## src/ucc_pkg.sv

```systemverilog
`default_nettype none

package ucc_pkg;

  // Lead byte held between the two bytes of a pair.
  typedef enum logic [1:0] {
    LEAD_NONE = 2'd0,
    LEAD_C2   = 2'd1,
    LEAD_D0   = 2'd2,
    LEAD_D1   = 2'd3
  } lead_e;

  // One result transaction.
  typedef struct packed {
    logic [7:0] data;
    logic       last;
  } res_t;

  // Up to two results produced by one input transaction.
  typedef struct packed {
    logic [1:0] num;
    res_t       res0;
    res_t       res1;
  } res_pair_t;

  localparam logic [7:0] ByteC2     = 8'hC2;
  localparam logic [7:0] ByteD0     = 8'hD0;
  localparam logic [7:0] ByteD1     = 8'hD1;
  localparam logic [7:0] ByteLaquo  = 8'hAB;
  localparam logic [7:0] ByteRaquo  = 8'hBB;
  localparam logic [7:0] ByteNbsp   = 8'hA0;
  localparam logic [7:0] OffsetD0   = 8'h30;
  localparam logic [7:0] OffsetD1   = 8'h70;
  localparam logic [7:0] ByteIoUtf  = 8'h81;
  localparam logic [7:0] ByteIoLUtf = 8'h91;
  localparam logic [7:0] ByteIoUp   = 8'hA8;
  localparam logic [7:0] ByteIoLow  = 8'hB8;
  localparam logic [7:0] ByteQuote  = 8'h22;
  localparam logic [7:0] ByteSpace  = 8'h20;
  localparam logic [7:0] CaseDelta  = 8'h20;

  // Result queue geometry.
  localparam int unsigned FifoDepth = 4;
  localparam int unsigned FifoPtrW  = 2;
  localparam int unsigned FifoCntW  = 3;

endpackage

`default_nettype wire

```

## src/utf8_cyrillic_to_cp1251_unit.sv

```systemverilog
// UTF-8 to CP1251 converter for a display font.
// Slave stream: one UTF-8 byte per transaction in s_axis_tdata, s_axis_tlast
// marks the final byte of a string. Master stream: one CP1251 byte per
// transaction; m_axis_tlast is set on the NUL terminator that closes a string.
// A byte may give no result (a held lead, a dropped pair or a byte past the
// length limit), a data byte, or at string end the terminator after any data.
// A result passes the input register, then the decode into the four-entry
// result queue, and waits there behind any results still queued ahead of it.
// Throughput: one input transaction per cycle while the queue holds at most
// two entries; the master side drains one result per cycle, so a run of
// string ends (two results each) is limited by that drain rate.
// upper_mode is written through cfg_we_i / cfg_wdata_i; the user must do so
// only between strings, as the block itself does not enforce it.
// Reset clears the held lead, the string byte count, the queue and upper_mode.
// When the receiver stalls, results collect in the queue and s_axis_tready
// drops once a byte is held and the queue has room for fewer than two results.
`default_nettype none

module utf8_cyrillic_to_cp1251_unit #(
  parameter int unsigned MAX_LEN = 256
) (
  input  wire logic       clk_i,
  input  wire logic       rst_ni,
  input  wire logic       cfg_we_i,
  input  wire logic       cfg_wdata_i,     // upper_mode
  input  wire logic       s_axis_tvalid,
  output logic            s_axis_tready,
  input  wire logic [7:0] s_axis_tdata,    // [7:0] in_byte
  input  wire logic       s_axis_tlast,    // end_of_string
  output logic            m_axis_tvalid,
  input  wire logic       m_axis_tready,
  output logic [7:0]      m_axis_tdata,    // [7:0] out_byte
  output logic            m_axis_tlast     // is_last
);

  localparam int unsigned CntW = (MAX_LEN > 2) ? $clog2(MAX_LEN) : 1;

  logic                          upper_q;
  logic                          in_vld_q;
  logic [7:0]                    in_byte_q;
  logic                          in_last_q;
  logic                          adv;
  logic [ucc_pkg::FifoCntW-1:0]  q_count;
  ucc_pkg::res_pair_t            pair;
  ucc_pkg::res_t                 head;

  // Configuration register.
  always_ff @(posedge clk_i or negedge rst_ni) begin
    if (!rst_ni) begin
      upper_q <= 1'b0;
    end else if (cfg_we_i) begin
      upper_q <= cfg_wdata_i;
    end
  end

  // The held byte is decoded once the queue has room for two results.
  assign adv           = in_vld_q &&
                         (q_count <= ucc_pkg::FifoCntW'(ucc_pkg::FifoDepth - 2));
  assign s_axis_tready = !in_vld_q || adv;

  // Input register.
  always_ff @(posedge clk_i or negedge rst_ni) begin
    if (!rst_ni) begin
      in_vld_q <= 1'b0;
    end else if (s_axis_tready) begin
      in_vld_q <= s_axis_tvalid;
    end
  end

  always_ff @(posedge clk_i) begin
    if (s_axis_tready && s_axis_tvalid) begin
      in_byte_q <= s_axis_tdata;
      in_last_q <= s_axis_tlast;
    end
  end

  ucc_core #(
    .MaxLen (MAX_LEN),
    .CntW   (CntW)
  ) u_core (
    .clk_i   (clk_i),
    .rst_ni  (rst_ni),
    .adv_i   (adv),
    .byte_i  (in_byte_q),
    .last_i  (in_last_q),
    .upper_i (upper_q),
    .pair_o  (pair)
  );

  ucc_fifo u_fifo (
    .clk_i   (clk_i),
    .rst_ni  (rst_ni),
    .push_i  (adv),
    .pair_i  (pair),
    .count_o (q_count),
    .valid_o (m_axis_tvalid),
    .head_o  (head),
    .pop_i   (m_axis_tready)
  );

  assign m_axis_tdata = head.data;
  assign m_axis_tlast = head.last;

endmodule

`default_nettype wire

```

## src/ucc_core.sv

```systemverilog
`default_nettype none

module ucc_core #(
  parameter int unsigned MaxLen = 256,
  parameter int unsigned CntW   = 8
) (
  input  wire logic              clk_i,
  input  wire logic              rst_ni,
  input  wire logic              adv_i,
  input  wire logic [7:0]        byte_i,
  input  wire logic              last_i,
  input  wire logic              upper_i,
  output ucc_pkg::res_pair_t     pair_o
);

  localparam logic [CntW-1:0] Limit = CntW'(MaxLen - 1);

  ucc_pkg::lead_e  pend_q, pend_d;
  logic [CntW-1:0] cnt_q, cnt_d;

  // Upper-case fold of a byte that passes through raw.
  function automatic logic [7:0] fold_raw(input logic [7:0] b, input logic up);
    logic [7:0] r;
    r = b;
    if (up) begin
      if ((b >= 8'h61 && b <= 8'h7A) || b >= 8'hE0) begin
        r = b - ucc_pkg::CaseDelta;
      end else if (b == ucc_pkg::ByteIoLow) begin
        r = ucc_pkg::ByteIoUp;
      end
    end
    return r;
  endfunction

  // Upper-case fold of a mapped Cyrillic letter.
  function automatic logic [7:0] fold_cyr(input logic [7:0] b, input logic up);
    return (up && b >= 8'hE0) ? b - ucc_pkg::CaseDelta : b;
  endfunction

  // Decode of the current byte against the held lead.
  always_comb begin
    logic           hit;
    logic [7:0]     val;
    ucc_pkg::lead_e lead;
    hit    = 1'b0;
    val    = '0;
    lead   = ucc_pkg::LEAD_NONE;
    pend_d = pend_q;
    cnt_d  = cnt_q;
    pair_o.num  = 2'd0;
    pair_o.res0 = '{data: 8'h00, last: 1'b0};
    pair_o.res1 = '{data: 8'h00, last: 1'b1};

    if (pend_q != ucc_pkg::LEAD_NONE) begin
      unique case (pend_q)
        ucc_pkg::LEAD_C2: begin
          if (byte_i == ucc_pkg::ByteLaquo || byte_i == ucc_pkg::ByteRaquo) begin
            hit = 1'b1;
            val = ucc_pkg::ByteQuote;
          end else if (byte_i == ucc_pkg::ByteNbsp) begin
            hit = 1'b1;
            val = ucc_pkg::ByteSpace;
          end
        end
        ucc_pkg::LEAD_D0: begin
          if (byte_i >= 8'h90 && byte_i <= 8'hBF) begin
            hit = 1'b1;
            val = fold_cyr(byte_i + ucc_pkg::OffsetD0, upper_i);
          end else if (byte_i == ucc_pkg::ByteIoUtf) begin
            hit = 1'b1;
            val = ucc_pkg::ByteIoUp;
          end
        end
        ucc_pkg::LEAD_D1: begin
          if (byte_i >= 8'h80 && byte_i <= 8'h8F) begin
            hit = 1'b1;
            val = fold_cyr(byte_i + ucc_pkg::OffsetD1, upper_i);
          end else if (byte_i == ucc_pkg::ByteIoLUtf) begin
            hit = 1'b1;
            val = upper_i ? ucc_pkg::ByteIoUp : ucc_pkg::ByteIoLow;
          end
        end
        default: begin
          hit = 1'b0;
        end
      endcase
      if (hit) begin
        pair_o.num  = 2'd1;
        pair_o.res0 = '{data: val, last: 1'b0};
        cnt_d       = cnt_q + 1'b1;
      end
      pend_d = ucc_pkg::LEAD_NONE;
    end else if (cnt_q < Limit) begin
      if (byte_i == ucc_pkg::ByteC2) begin
        lead = ucc_pkg::LEAD_C2;
      end else if (byte_i == ucc_pkg::ByteD0) begin
        lead = ucc_pkg::LEAD_D0;
      end else if (byte_i == ucc_pkg::ByteD1) begin
        lead = ucc_pkg::LEAD_D1;
      end
      if (lead != ucc_pkg::LEAD_NONE && !last_i) begin
        pend_d = lead;
      end else begin
        // A lead that closes the string goes out unfolded.
        pair_o.num  = 2'd1;
        pair_o.res0 = '{data: (lead != ucc_pkg::LEAD_NONE) ? byte_i
                                                            : fold_raw(byte_i, upper_i),
                        last: 1'b0};
        cnt_d       = cnt_q + 1'b1;
      end
    end

    // The terminator follows whatever data the byte produced.
    if (last_i) begin
      if (pair_o.num == 2'd0) begin
        pair_o.res0 = '{data: 8'h00, last: 1'b1};
      end
      pair_o.num = pair_o.num + 2'd1;
      pend_d     = ucc_pkg::LEAD_NONE;
      cnt_d      = '0;
    end
  end

  // String state advances only when the decoded byte is committed.
  always_ff @(posedge clk_i or negedge rst_ni) begin
    if (!rst_ni) begin
      pend_q <= ucc_pkg::LEAD_NONE;
      cnt_q  <= '0;
    end else if (adv_i) begin
      pend_q <= pend_d;
      cnt_q  <= cnt_d;
    end
  end

endmodule

`default_nettype wire

```

## src/ucc_fifo.sv

```systemverilog
`default_nettype none

module ucc_fifo (
  input  wire logic                             clk_i,
  input  wire logic                             rst_ni,
  input  wire logic                             push_i,
  input  wire ucc_pkg::res_pair_t               pair_i,
  output logic [ucc_pkg::FifoCntW-1:0]          count_o,
  output logic                                  valid_o,
  output ucc_pkg::res_t                         head_o,
  input  wire logic                             pop_i
);

  ucc_pkg::res_t                  mem_q [ucc_pkg::FifoDepth];
  logic [ucc_pkg::FifoPtrW-1:0]   wr_q, rd_q;
  logic [ucc_pkg::FifoCntW-1:0]   cnt_q, cnt_d;
  logic [1:0]                     n_push;
  logic                           do_pop;

  assign n_push  = push_i ? pair_i.num : 2'd0;
  assign valid_o = (cnt_q != '0);
  assign do_pop  = pop_i && valid_o;
  assign head_o  = mem_q[rd_q];
  assign count_o = cnt_q;
  assign cnt_d   = cnt_q + ucc_pkg::FifoCntW'(n_push) - ucc_pkg::FifoCntW'(do_pop);

  // Result storage, up to two entries written per cycle.
  always_ff @(posedge clk_i) begin
    if (n_push != 2'd0) begin
      mem_q[wr_q] <= pair_i.res0;
    end
    if (n_push == 2'd2) begin
      mem_q[wr_q + 1'b1] <= pair_i.res1;
    end
  end

  // Pointers and fill level.
  always_ff @(posedge clk_i or negedge rst_ni) begin
    if (!rst_ni) begin
      wr_q  <= '0;
      rd_q  <= '0;
      cnt_q <= '0;
    end else begin
      wr_q  <= wr_q + ucc_pkg::FifoPtrW'(n_push);
      rd_q  <= rd_q + ucc_pkg::FifoPtrW'(do_pop);
      cnt_q <= cnt_d;
    end
  end

endmodule

`default_nettype wire

```

## config.mk

```make
export PLATFORM = sky130hd
export DESIGN_NAME = utf8_cyrillic_to_cp1251_unit
export DESIGN_NICKNAME = d
export VERILOG_FILES = /design/src/ucc_pkg.sv /design/src/utf8_cyrillic_to_cp1251_unit.sv /design/src/ucc_core.sv /design/src/ucc_fifo.sv
export SDC_FILE = /design/constraint.sdc
export NUM_CORES = 1
export LEC_CHECK = 0
export BUFFER_PORTS_ARGS = -buffer_cell sky130_fd_sc_hd__buf_2
export CAP_MARGIN = 20
export CORE_UTILIZATION = 40
export DETAILED_ROUTE_END_ITERATION = 6
export PLACE_DENSITY_LB_ADDON = 0.15
export SKIP_CTS_REPAIR_TIMING = 1
export SYNTH_ARGS = -nofsm -noshare
export SYNTH_HDL_FRONTEND = slang
export SYNTH_HIERARCHICAL = 1
export SYNTH_SLANG_ARGS = --single-unit
```

## constraint.sdc

```tcl
create_clock -name clk_i -period 3.8 [get_ports clk_i]
set_clock_uncertainty 0.2 [all_clocks]
set_input_delay 0.38 -clock clk_i [delete_from_list [all_inputs] [get_ports clk_i]]
set_output_delay 0.38 -clock clk_i [all_outputs]
set_load 0.005 [all_outputs]
```

# Word level (Yosys, flattened, before mapping)
# Memory sizes are Yosys's and may differ from the RTL's.
# Cells that the tools add are included.
# classes
reduce_logical	23
div_mod_pow	0
muxes	47
n_lt_le_gt_ge	11
n_addsub	12
n_shift	0
n_bitwise	0
n_eq_ne	15
multipliers	0
# ops
op	count
8-bit 2-to-1 mux	16
8-bit == test (second input constant)	9
8-bit >= comparator (second input constant)	5
11-bit 2-to-1 mux	3
8-bit case mux with 3 select lines	1
8-bit by 6-bit subtractor with 8-bit output (second input constant)	3
10-bit 2-to-1 mux	2
2-bit 2-to-1 mux	10
8-bit <= comparator (second input constant)	2
1-bit 2-to-1 mux	11
1-bit logical AND	9
9-bit 2-to-1 mux	1
3-bit nonzero test	3
8-bit by 1-bit adder with 8-bit output (second input constant)	1
8-bit by 6-bit adder with 8-bit output (second input constant)	1
8-bit by 7-bit adder with 8-bit output (second input constant)	1
8-bit by 7-bit >= comparator with 1-bit output (second input constant)	1
8-bit by 7-bit <= comparator with 1-bit output (second input constant)	1
8-bit less-than comparator (second input constant)	1
2-bit == test (second input constant)	3
6-bit 2-to-1 mux	1
2-bit nonzero test	3
5-bit 2-to-1 mux	1
2-bit by 1-bit adder with 2-bit output (second input constant)	2
other kinds (14)	17
# totals
n_memories	1
romBits	0
in_bits	15
regBits	28
latchBits	0
mem_bits_rw	36
output_inout_bits	11
# memory_table
memory	words	width	read_ports	rd_clocked_by_memory_dff	wr	line_no	source
u_fifo.mem_q	4	9	1	0	2	ucc_fifo.sv:14	ucc_pkg::res_t mem_q [ucc_pkg::FifoDepth];

# Logic depth before layout (Yosys ltp)
# Gate-level depths: netlist of the first run.
# depth
depth_word	18
mapped_depth	16
depth_no_buf	16

# By module
# Netlist of the first run, hierarchy kept.
# modules_own_cells
mod	area_each_um2	n_inst	seq_area_each_um2	cells_per_inst
ucc_fifo	2233.4	1	1256.2	131
ucc_core	1492.7	1	250.2	187
utf8_cyrillic_to_cp1251_unit	365.4	1	320.3	18

# Least setup slack after synthesis of the first run
# Ideal clock, no wire load.
# synth_path
path_kind	reg-to-reg
startpoint	reg in_byte_q[5]
endpoint	reg u_fifo.cnt_q, in the netlist u_fifo/count_o[2]
slack_ns	0.046
path_stages_with_launch	17
period_less_slack_ns	3.754
setup_time_ns	0.123
arrival_ns	3.431
path_cell_list	edfxtp_1 -> inv_1 -> ha_1 -> nor2b_1 -> o2111ai_1 -> o211ai_1 -> nand2_1 -> nor3b_1 -> ha_1 -> inv_1 -> and2_2 -> xnor2_1 -> ha_1 -> inv_1 -> fa_1 -> xor2_1 -> xnor2_1
# synth_lines
element	line_no	source
start, declared	utf8_cyrillic_to_cp1251_unit.sv:40	logic [7:0] in_byte_q;
start signal, assigned	utf8_cyrillic_to_cp1251_unit.sv:72	in_byte_q <= s_axis_tdata;
end signal, assigned	ucc_fifo.sv:46	cnt_q <= cnt_d;
end, declared	ucc_fifo.sv:16	logic [ucc_pkg::FifoCntW-1:0] cnt_q, cnt_d;

==> flow_metrics.env, run 1 <==
export IMPL_status="complete, no violations"
export IMPL_clkPwrFrac=0.238
export IMPL_wirelength_mm=8.318
export IMPL_finalCritPeriodShare=0.9190
export IMPL_root_buffer="clkbuf_8"
export IMPL_crit_family="adder cells"
export IMPL_grtUsageTotal=0.1720
export IMPL_postPlaceCellArea_um2=4415
export IMPL_hold_ws_ns=0.01468
export IMPL_intPower_w=0.001983
export IMPL_use_met3=0.04136
export IMPL_avgSynthCellArea_um2=12.18
export IMPL_startpoint_type="flip-flop"
export IMPL_synth_fa_ha_area_frac=0.05994
export IMPL_place_gp_congestion=0.8945
export IMPL_drc=0
export IMPL_cp_required_ns=3.82
export IMPL_boundaryPins=26
export IMPL_synth_cell_types=72
export IMPL_seq_area_frac_synth=0.4465
export IMPL_yosysMostFrequentCell="edfxtp_1"
export IMPL_worstSetupPathType="reg2reg"
export IMPL_grt_overflow=0
export IMPL_synth_enable_flop_cells=45
export IMPL_setup_tns_ns=0
export IMPL_finalHoldViolCount=0
export IMPL_cpMaxStageDelayCell="edfxtp_1"
export IMPL_routed_via_count=2748
export IMPL_synth_top_family_by_area="multiplexers"
export IMPL_hold_class="in2reg"
export IMPL_setup_violations_final=0
export IMPL_synth_top_area_cell="edfxtp_1"
export IMPL_synth_seq_cells=64
export IMPL_synth_area_leaders="edfxtp_1 (33%), dfrtp_1 (12%), mux2_2 (8.5%)"
export IMPL_drtIter0Drc=64
export IMPL_num_rows=36
export IMPL_grt_max_degree=20
export IMPL_finalInstanceArea_um2=4722
export IMPL_die_y_um=103.1
export IMPL_crit_fanout=4
export IMPL_seqPwrFrac=0.385
export IMPL_clock_sinks=64
export IMPL_crit_chain="inv_1, ha_1, and3b_1, o2111ai_1, o211ai_1, nand2_1, nor3b_2, ha_1, inv_1, and2_2, xnor2_1, ha_1, inv_1, fa_1, xor2_1, xnor2_1"
export IMPL_viasPerCell=5.254
export IMPL_antenna_found_initial=0
export IMPL_use_met2=0.2923
export IMPL_yosys_most_used_dff="edfxtp_1"
export IMPL_drv_cap=0
export IMPL_fmax_mhz=286.4
export IMPL_ys_warn_count=6
export IMPL_grt_pass1_wl_mm=13.41
export IMPL_post_drt_wl_per_cell_um=15.90
export IMPL_io_buffers=25
export IMPL_hpwl_mm=6.151
export IMPL_crit_buf_inv=3
export IMPL_n_antenna_cell=0
export IMPL_rsz0062_at_grt="false"
export IMPL_slowest_delay_ns=0.38
export IMPL_grt_pass1_vias=2723
export IMPL_post_route_util=0.4787
export IMPL_crit_arrival_ns=3.51
export IMPL_die_w_um=103.1
export IMPL_synthMuxAreaShare=0.1679
export IMPL_synth_compound_area_frac=0.1055
export IMPL_syn_to_final_growth_pct=15.41
export IMPL_cts_tree="built"
export IMPL_synthesis_area_um2=4091
export IMPL_leakage_nw=1.868
export IMPL_synthXorXnorAreaFrac=0.02355
export IMPL_busiest_layer="met2"
export IMPL_comb_power_share=0.377
export IMPL_start_util=0.4148
export IMPL_slew_headroom=0.4002
export IMPL_finalNetCount=419
export IMPL_synth_simple_area_share=0.1394
export IMPL_antenna_left=0
export IMPL_synth_async_reset_ratio=0.2969
export IMPL_endpoint_kind="flip-flop"
export IMPL_min_period_ns=3.492
export IMPL_p_total_w=0.002987
export IMPL_drive_above_1_share=0.3231
export IMPL_use_met1=0.2084
export IMPL_core_area_um2=9864
export IMPL_synth_top_area_frac=0.3303
export IMPL_cts_buffers=9
export IMPL_dieArea_um2=10640
export IMPL_htreeDepth=3
export IMPL_cts_clk_slew_worst_paths_ns=0.07
export IMPL_switching_share=0.3361
export IMPL_switchingPower_w=0.001004
export IMPL_first_pass_iters=4
export IMPL_final_max_slew_viol_count=0
export IMPL_power_density_nw_per_um2=632.6
export IMPL_worst_pin_slew_ns=0.8977
export IMPL_clk_insertion_delay_late_ns=0.34
export IMPL_synth_cells=336
export IMPL_clockBufferDepth=2
export IMPL_synth_common_cells="edfxtp_1 (45), mux2_2 (31), nand2_1 (23)"
export IMPL_ir_drop_v=0.0003266
[flip-flops by register name (all words and copies together) (netlist names)]
name,cells
u_core/cnt_q,8
u_fifo/rd_q,2
u_fifo/mem_q,36
in_last_q,1
u_fifo/wr_q,2
in_byte_q,8
u_fifo/count_o,3
u_core/pend_q,2
in_vld_q,1
upper_q,1
[kinds of logic after synthesis]
group                      after synthesis
adders and majority gates               19
buffers and inverters                   38
xor gates and xnor gates                11
muxes                                   49
DFF                                     64
AOI/OAI and AO/OA                       61
other                                    2
and+or+nand+nor                         92
[path summary, 6_finish.rpt]
| kind | cells after the start | start | slack [ns] | end |
|---|---|---|---|---|
| max in group asynchronous | 2 | rst_ni | 2.78 | u_core/pend_q[0]$_DFFE_PN0P_ |
| worst min-delay path | 1 | s_axis_tdata[2] | 0.01 | in_byte_q[2]$_DFFE_PP_ |
| min in group asynchronous | 2 | rst_ni | 0.30 | u_fifo/rd_q[0]$_DFF_PN0_ |
| worst max register to register | 16 | in_byte_q[4]$_DFFE_PP_ | 0.31 | u_fifo/count_o[2]$_DFF_PN0_ |
| worst max-delay path | 16 | in_byte_q[4]$_DFFE_PP_ | 0.31 | u_fifo/count_o[2]$_DFF_PN0_ |
| worst min register to register | 1 | u_fifo/count_o[2]$_DFF_PN0_ | 0.30 | u_fifo/count_o[2]$_DFF_PN0_ |
[per-stage QoR]
step	setup slack, ns	instances
2_1_floorplan	0.04643	343
3_3_place_gp	0.3003	501
3_5_place_dp	0.2206	501
4_1_cts	0.1986	517
5_1_grt	0.05908	523
6_report	0.3078	523
[power by group through the flow]
stage | logic [W] | clock network (W) | registers [W]
global route | 0.00127 | 0.000764 | 0.00118
detailed placement | 0.00113 | 0 | 0.00117
finish | 0.00113 | 0.000710 | 0.00115
floorplan | 0.000933 | 0 | 0.00105
global placement | 0.00111 | 0 | 0.00117
CTS | 0.00113 | 0.000733 | 0.00116
[final cells by class]
| cell class | instances | area (um2) |
|---|---|---|
| Multi-Input combinational cell | 241 | 2069 |
| Timing Repair Buffer | 55 | 365.4 |
| Sequential cell | 64 | 1827 |
| Tap cell | 133 | 166.4 |
| Fill cell | 885 | 5142 |
| Inverter | 14 | 52.55 |
| Clock buffer | 9 | 123.9 |
| Clock inverter | 7 | 117.6 |
[layout by cell type (no fill, tap or decap), types with 5 or more instances in the layout]
master and n:
and2_1 5, mux2_4 9, conb_1 9, o21ai_0 9, mux4_2 9, edfxtp_1 45
dlygate4sd3_1 6, buf_4 24, nor2_1 9, a21oi_1 12, o211ai_1 5, clkbuf_8 9
nand3_1 8, dfrtp_1 19, nor3_1 5, mux2_2 31, ha_1 18, nand2_1 23
buf_2 25, xnor2_1 7, inv_1 14, a21o_1 5
[per-layer routing]
| metal | vias to the layer above | part of all wire |
|---|---|---|
| met2 | 66 | 0.51 |
| met3 | 14 | 0.037 |
| met5 | - | 0 |
| met4 | 0 | 0.019 |
| li1 | 1365 | - |
| met1 | 1303 | 0.44 |
[worst register-to-register path: cells and delay by family, from the launching register on]
| family | cells | cell delay [ns] |
|---|---|---|
| buffers and inverters | 3 | 0.28 |
| DFF | 1 | 0.38 |
| adders and majority gates | 4 | 1.00 |
| and+or+nand+nor | 4 | 0.73 |
| AOI/OAI and AO/OA | 2 | 0.39 |
| xor gates and xnor gates | 3 | 0.41 |
(Power assumes the default switching activity.)
==> run 2: changes to the inputs <==
clock period = 3.3 ns   (was 3.8 ns; I/O delays follow)
==> run 2 against run 1 <==
  * The run now ends with setup timing left
  * Worst hold slack better by 0.015 ns
  * Maximum frequency is 3.7% higher
  * Combinational power is 37% higher
  * Sequential power is 17% higher
  * Critical path type unchanged
  * Highest routed layer unchanged
==> flow_metrics.env, run 2 (synthesis results as in run 1) <==
export IMPL_status="finished with violations"
export IMPL_violations="setup timing"
export IMPL_postPlaceCellArea_um2=4649
export IMPL_p_total_w=0.003649
export IMPL_timing_final_ws_setup_ns=-0.06686
export IMPL_final_max_slew_viol_count=0
export IMPL_n_antenna_cell=0
export IMPL_rr_worst_depth=16
export IMPL_hold_class="in2reg"
export IMPL_boundaryPins=26
export IMPL_wirelength_mm=8.687
export IMPL_core_area_um2=9864
export IMPL_power_density_nw_per_um2=703.1
export IMPL_whs_path_depth=2
export IMPL_wl_met3_um=188
export IMPL_crit_arrival_ns=3.40
export IMPL_antenna_found_initial=0
export IMPL_die_y_um=103.1
export IMPL_cp_required_ns=3.33
export IMPL_worst_pin_slew_ns=0.9177
export IMPL_rsz0062_at_grt="true"
export IMPL_root_buffer="clkbuf_8"
export IMPL_num_rows=36
export IMPL_start_util=0.4148
export IMPL_cts_clk_slew_worst_paths_ns=0.08
export IMPL_intPower_w=0.002401
export IMPL_topRoutingLayerUsed="met4"
export IMPL_leakage_nw=2.108
export IMPL_crit_fanout=4
export IMPL_reg_largest_list="u_fifo/mem_q x36, in_byte_q x8, u_core/cnt_q x8"
export IMPL_setup_tns_ns=-0.4698
export IMPL_finalHoldViolCount=0
export IMPL_drc=0
export IMPL_finalCritPeriodShare=1.020
export IMPL_routed_via_count=2839
export IMPL_antenna_left=0
export IMPL_syn_to_final_growth_pct=26.85
export IMPL_largest_reg_flops=36
export IMPL_cts_buffers=9
export IMPL_clockBufferDepth=2
export IMPL_cts_tree="built"
export IMPL_finalNetCount=446
export IMPL_place_gp_congestion=0.8813
export IMPL_cpMaxStageDelayCell="edfxtp_1"
export IMPL_htreeDepth=3
export IMPL_drive_above_1_share=0.4005
export IMPL_clock_sinks=64
export IMPL_viasPerCell=5.162
export IMPL_crit_top_cell="inv_2"
export IMPL_fillers=850
export IMPL_regMostFlops="u_fifo/mem_q"
export IMPL_mostFrequentLayoutCells="edfxtp_1 (45), buf_4 (37), mux2_4 (33), buf_2 (25), nand2_1 (23)"
export IMPL_setup_violations_final=16
export IMPL_drv_cap=0
export IMPL_slew_headroom=0.3869
export IMPL_hold_ws_ns=0.02959
export IMPL_dieArea_um2=10640
export IMPL_endpoint_kind="flip-flop"
export IMPL_worstSetupPathType="reg2reg"
export IMPL_drt_met1_wl_mm=3.899
export IMPL_switching_share=0.3420
export IMPL_seqPwrFrac=0.366
export IMPL_grtUsageTotal=0.1731
export IMPL_final_common_cell="edfxtp_1"
export IMPL_comb_power_share=0.423
export IMPL_startpoint_type="flip-flop"
export IMPL_grt_overflow=0
export IMPL_clk_insertion_delay_late_ns=0.34
export IMPL_post_drt_wl_per_cell_um=15.79
export IMPL_pre_cts_slack_ns=-0.04451
export IMPL_die_w_um=103.1
export IMPL_grt_pass1_wl_mm=13.46
export IMPL_met2_length_mm=4.454
export IMPL_grt_max_degree=20
export IMPL_crit_chain="inv_2, ha_4, and3b_2, o2111ai_2, o211ai_1, nand2_1, nor3b_2, ha_1, inv_2, and2_4, xnor2_2, ha_2, inv_2, fa_2, xor2_1, xnor2_1"
export IMPL_ir_drop_v=0.0002933
export IMPL_grt_pass1_vias=2679
export IMPL_drtIter0Drc=77
export IMPL_switchingPower_w=0.001248
export IMPL_io_buffers=25
export IMPL_hpwl_mm=6.269
export IMPL_min_period_ns=3.367
export IMPL_slowest_delay_ns=0.40
export IMPL_clkPwrFrac=0.210
export IMPL_finalInstanceArea_um2=5190
export IMPL_fmax_mhz=297.0
export IMPL_first_pass_iters=4
## run 2: final cells by class
| class | instances | area, um2 | share of cell area |
|---|---|---|---|
| multi-input cells | 241 | 2252 | 0.4339 |
| flip-flops and latches | 64 | 1827 | 0.3520 |
| repair buffers | 82 | 663.1 | 0.1278 |
| well taps | 133 | 166.4 | 0.03206 |
| clock buffers | 9 | 123.9 | 0.02387 |
| clock inverters | 7 | 105.1 | 0.02025 |
| inverters | 14 | 52.55 | 0.01013 |
## run 2: final timing paths
path / endpoint / start / slack [ns]
max: u_fifo/count_o[2]$_DFF_PN0_ / in_byte_q[5]$_DFFE_PP_ / -0.07
min in group asynchronous: u_fifo/rd_q[0]$_DFF_PN0_ / rst_ni / 0.26
min reg2reg: u_fifo/count_o[2]$_DFF_PN0_ / u_fifo/count_o[2]$_DFF_PN0_ / 0.31
min: upper_q$_DFFE_PN0P_ / cfg_wdata_i / 0.03
max reg2reg: u_fifo/count_o[2]$_DFF_PN0_ / in_byte_q[5]$_DFFE_PP_ / -0.07
max in group asynchronous: u_core/pend_q[1]$_DFFE_PN0P_ / rst_ni / 2.32
## run 2: per-stage QoR
stage	cells	util
3_5_place_dp	516	0.4713
4_1_cts	532	0.4945
5_1_grt	550	0.5261
2_1_floorplan	343	-
3_3_place_gp	516	0.4713
6_report	550	0.5261
## run 2: metal layers
layer	vias to the layer above	global-route usage
met5	-	0
met4	0	0.06826
met3	12	0.03661
met2	39	0.2979
met1	1372	0.2120
li1	1416	-
## run 2: power groups by stage
| stage | clock network [W] | logic [W] | registers [W] |
|---|---|---|---|
| 2_1_floorplan | 0 | 0.00112 | 0.00121 |
| 3_3_place_gp | 0 | 0.00141 | 0.00135 |
| 3_5_place_dp | 0 | 0.00143 | 0.00136 |
| 4_1_cts | 0.000795 | 0.00143 | 0.00134 |
| 5_1_grt | 0.000825 | 0.00172 | 0.00138 |
| 6_report | 0.000767 | 0.00155 | 0.00134 |
## run 2: critical path: cells and delay by family, from the launching register on
kind,cells,cell delay [ns]
buffers and inverters,3,0.26
AND/OR/NAND/NOR,4,0.70
flip-flops,1,0.40
adder cells (fa/ha/maj),4,0.92
XOR/XNOR,3,0.40
AO/OA/AOI/OAI,2,0.38
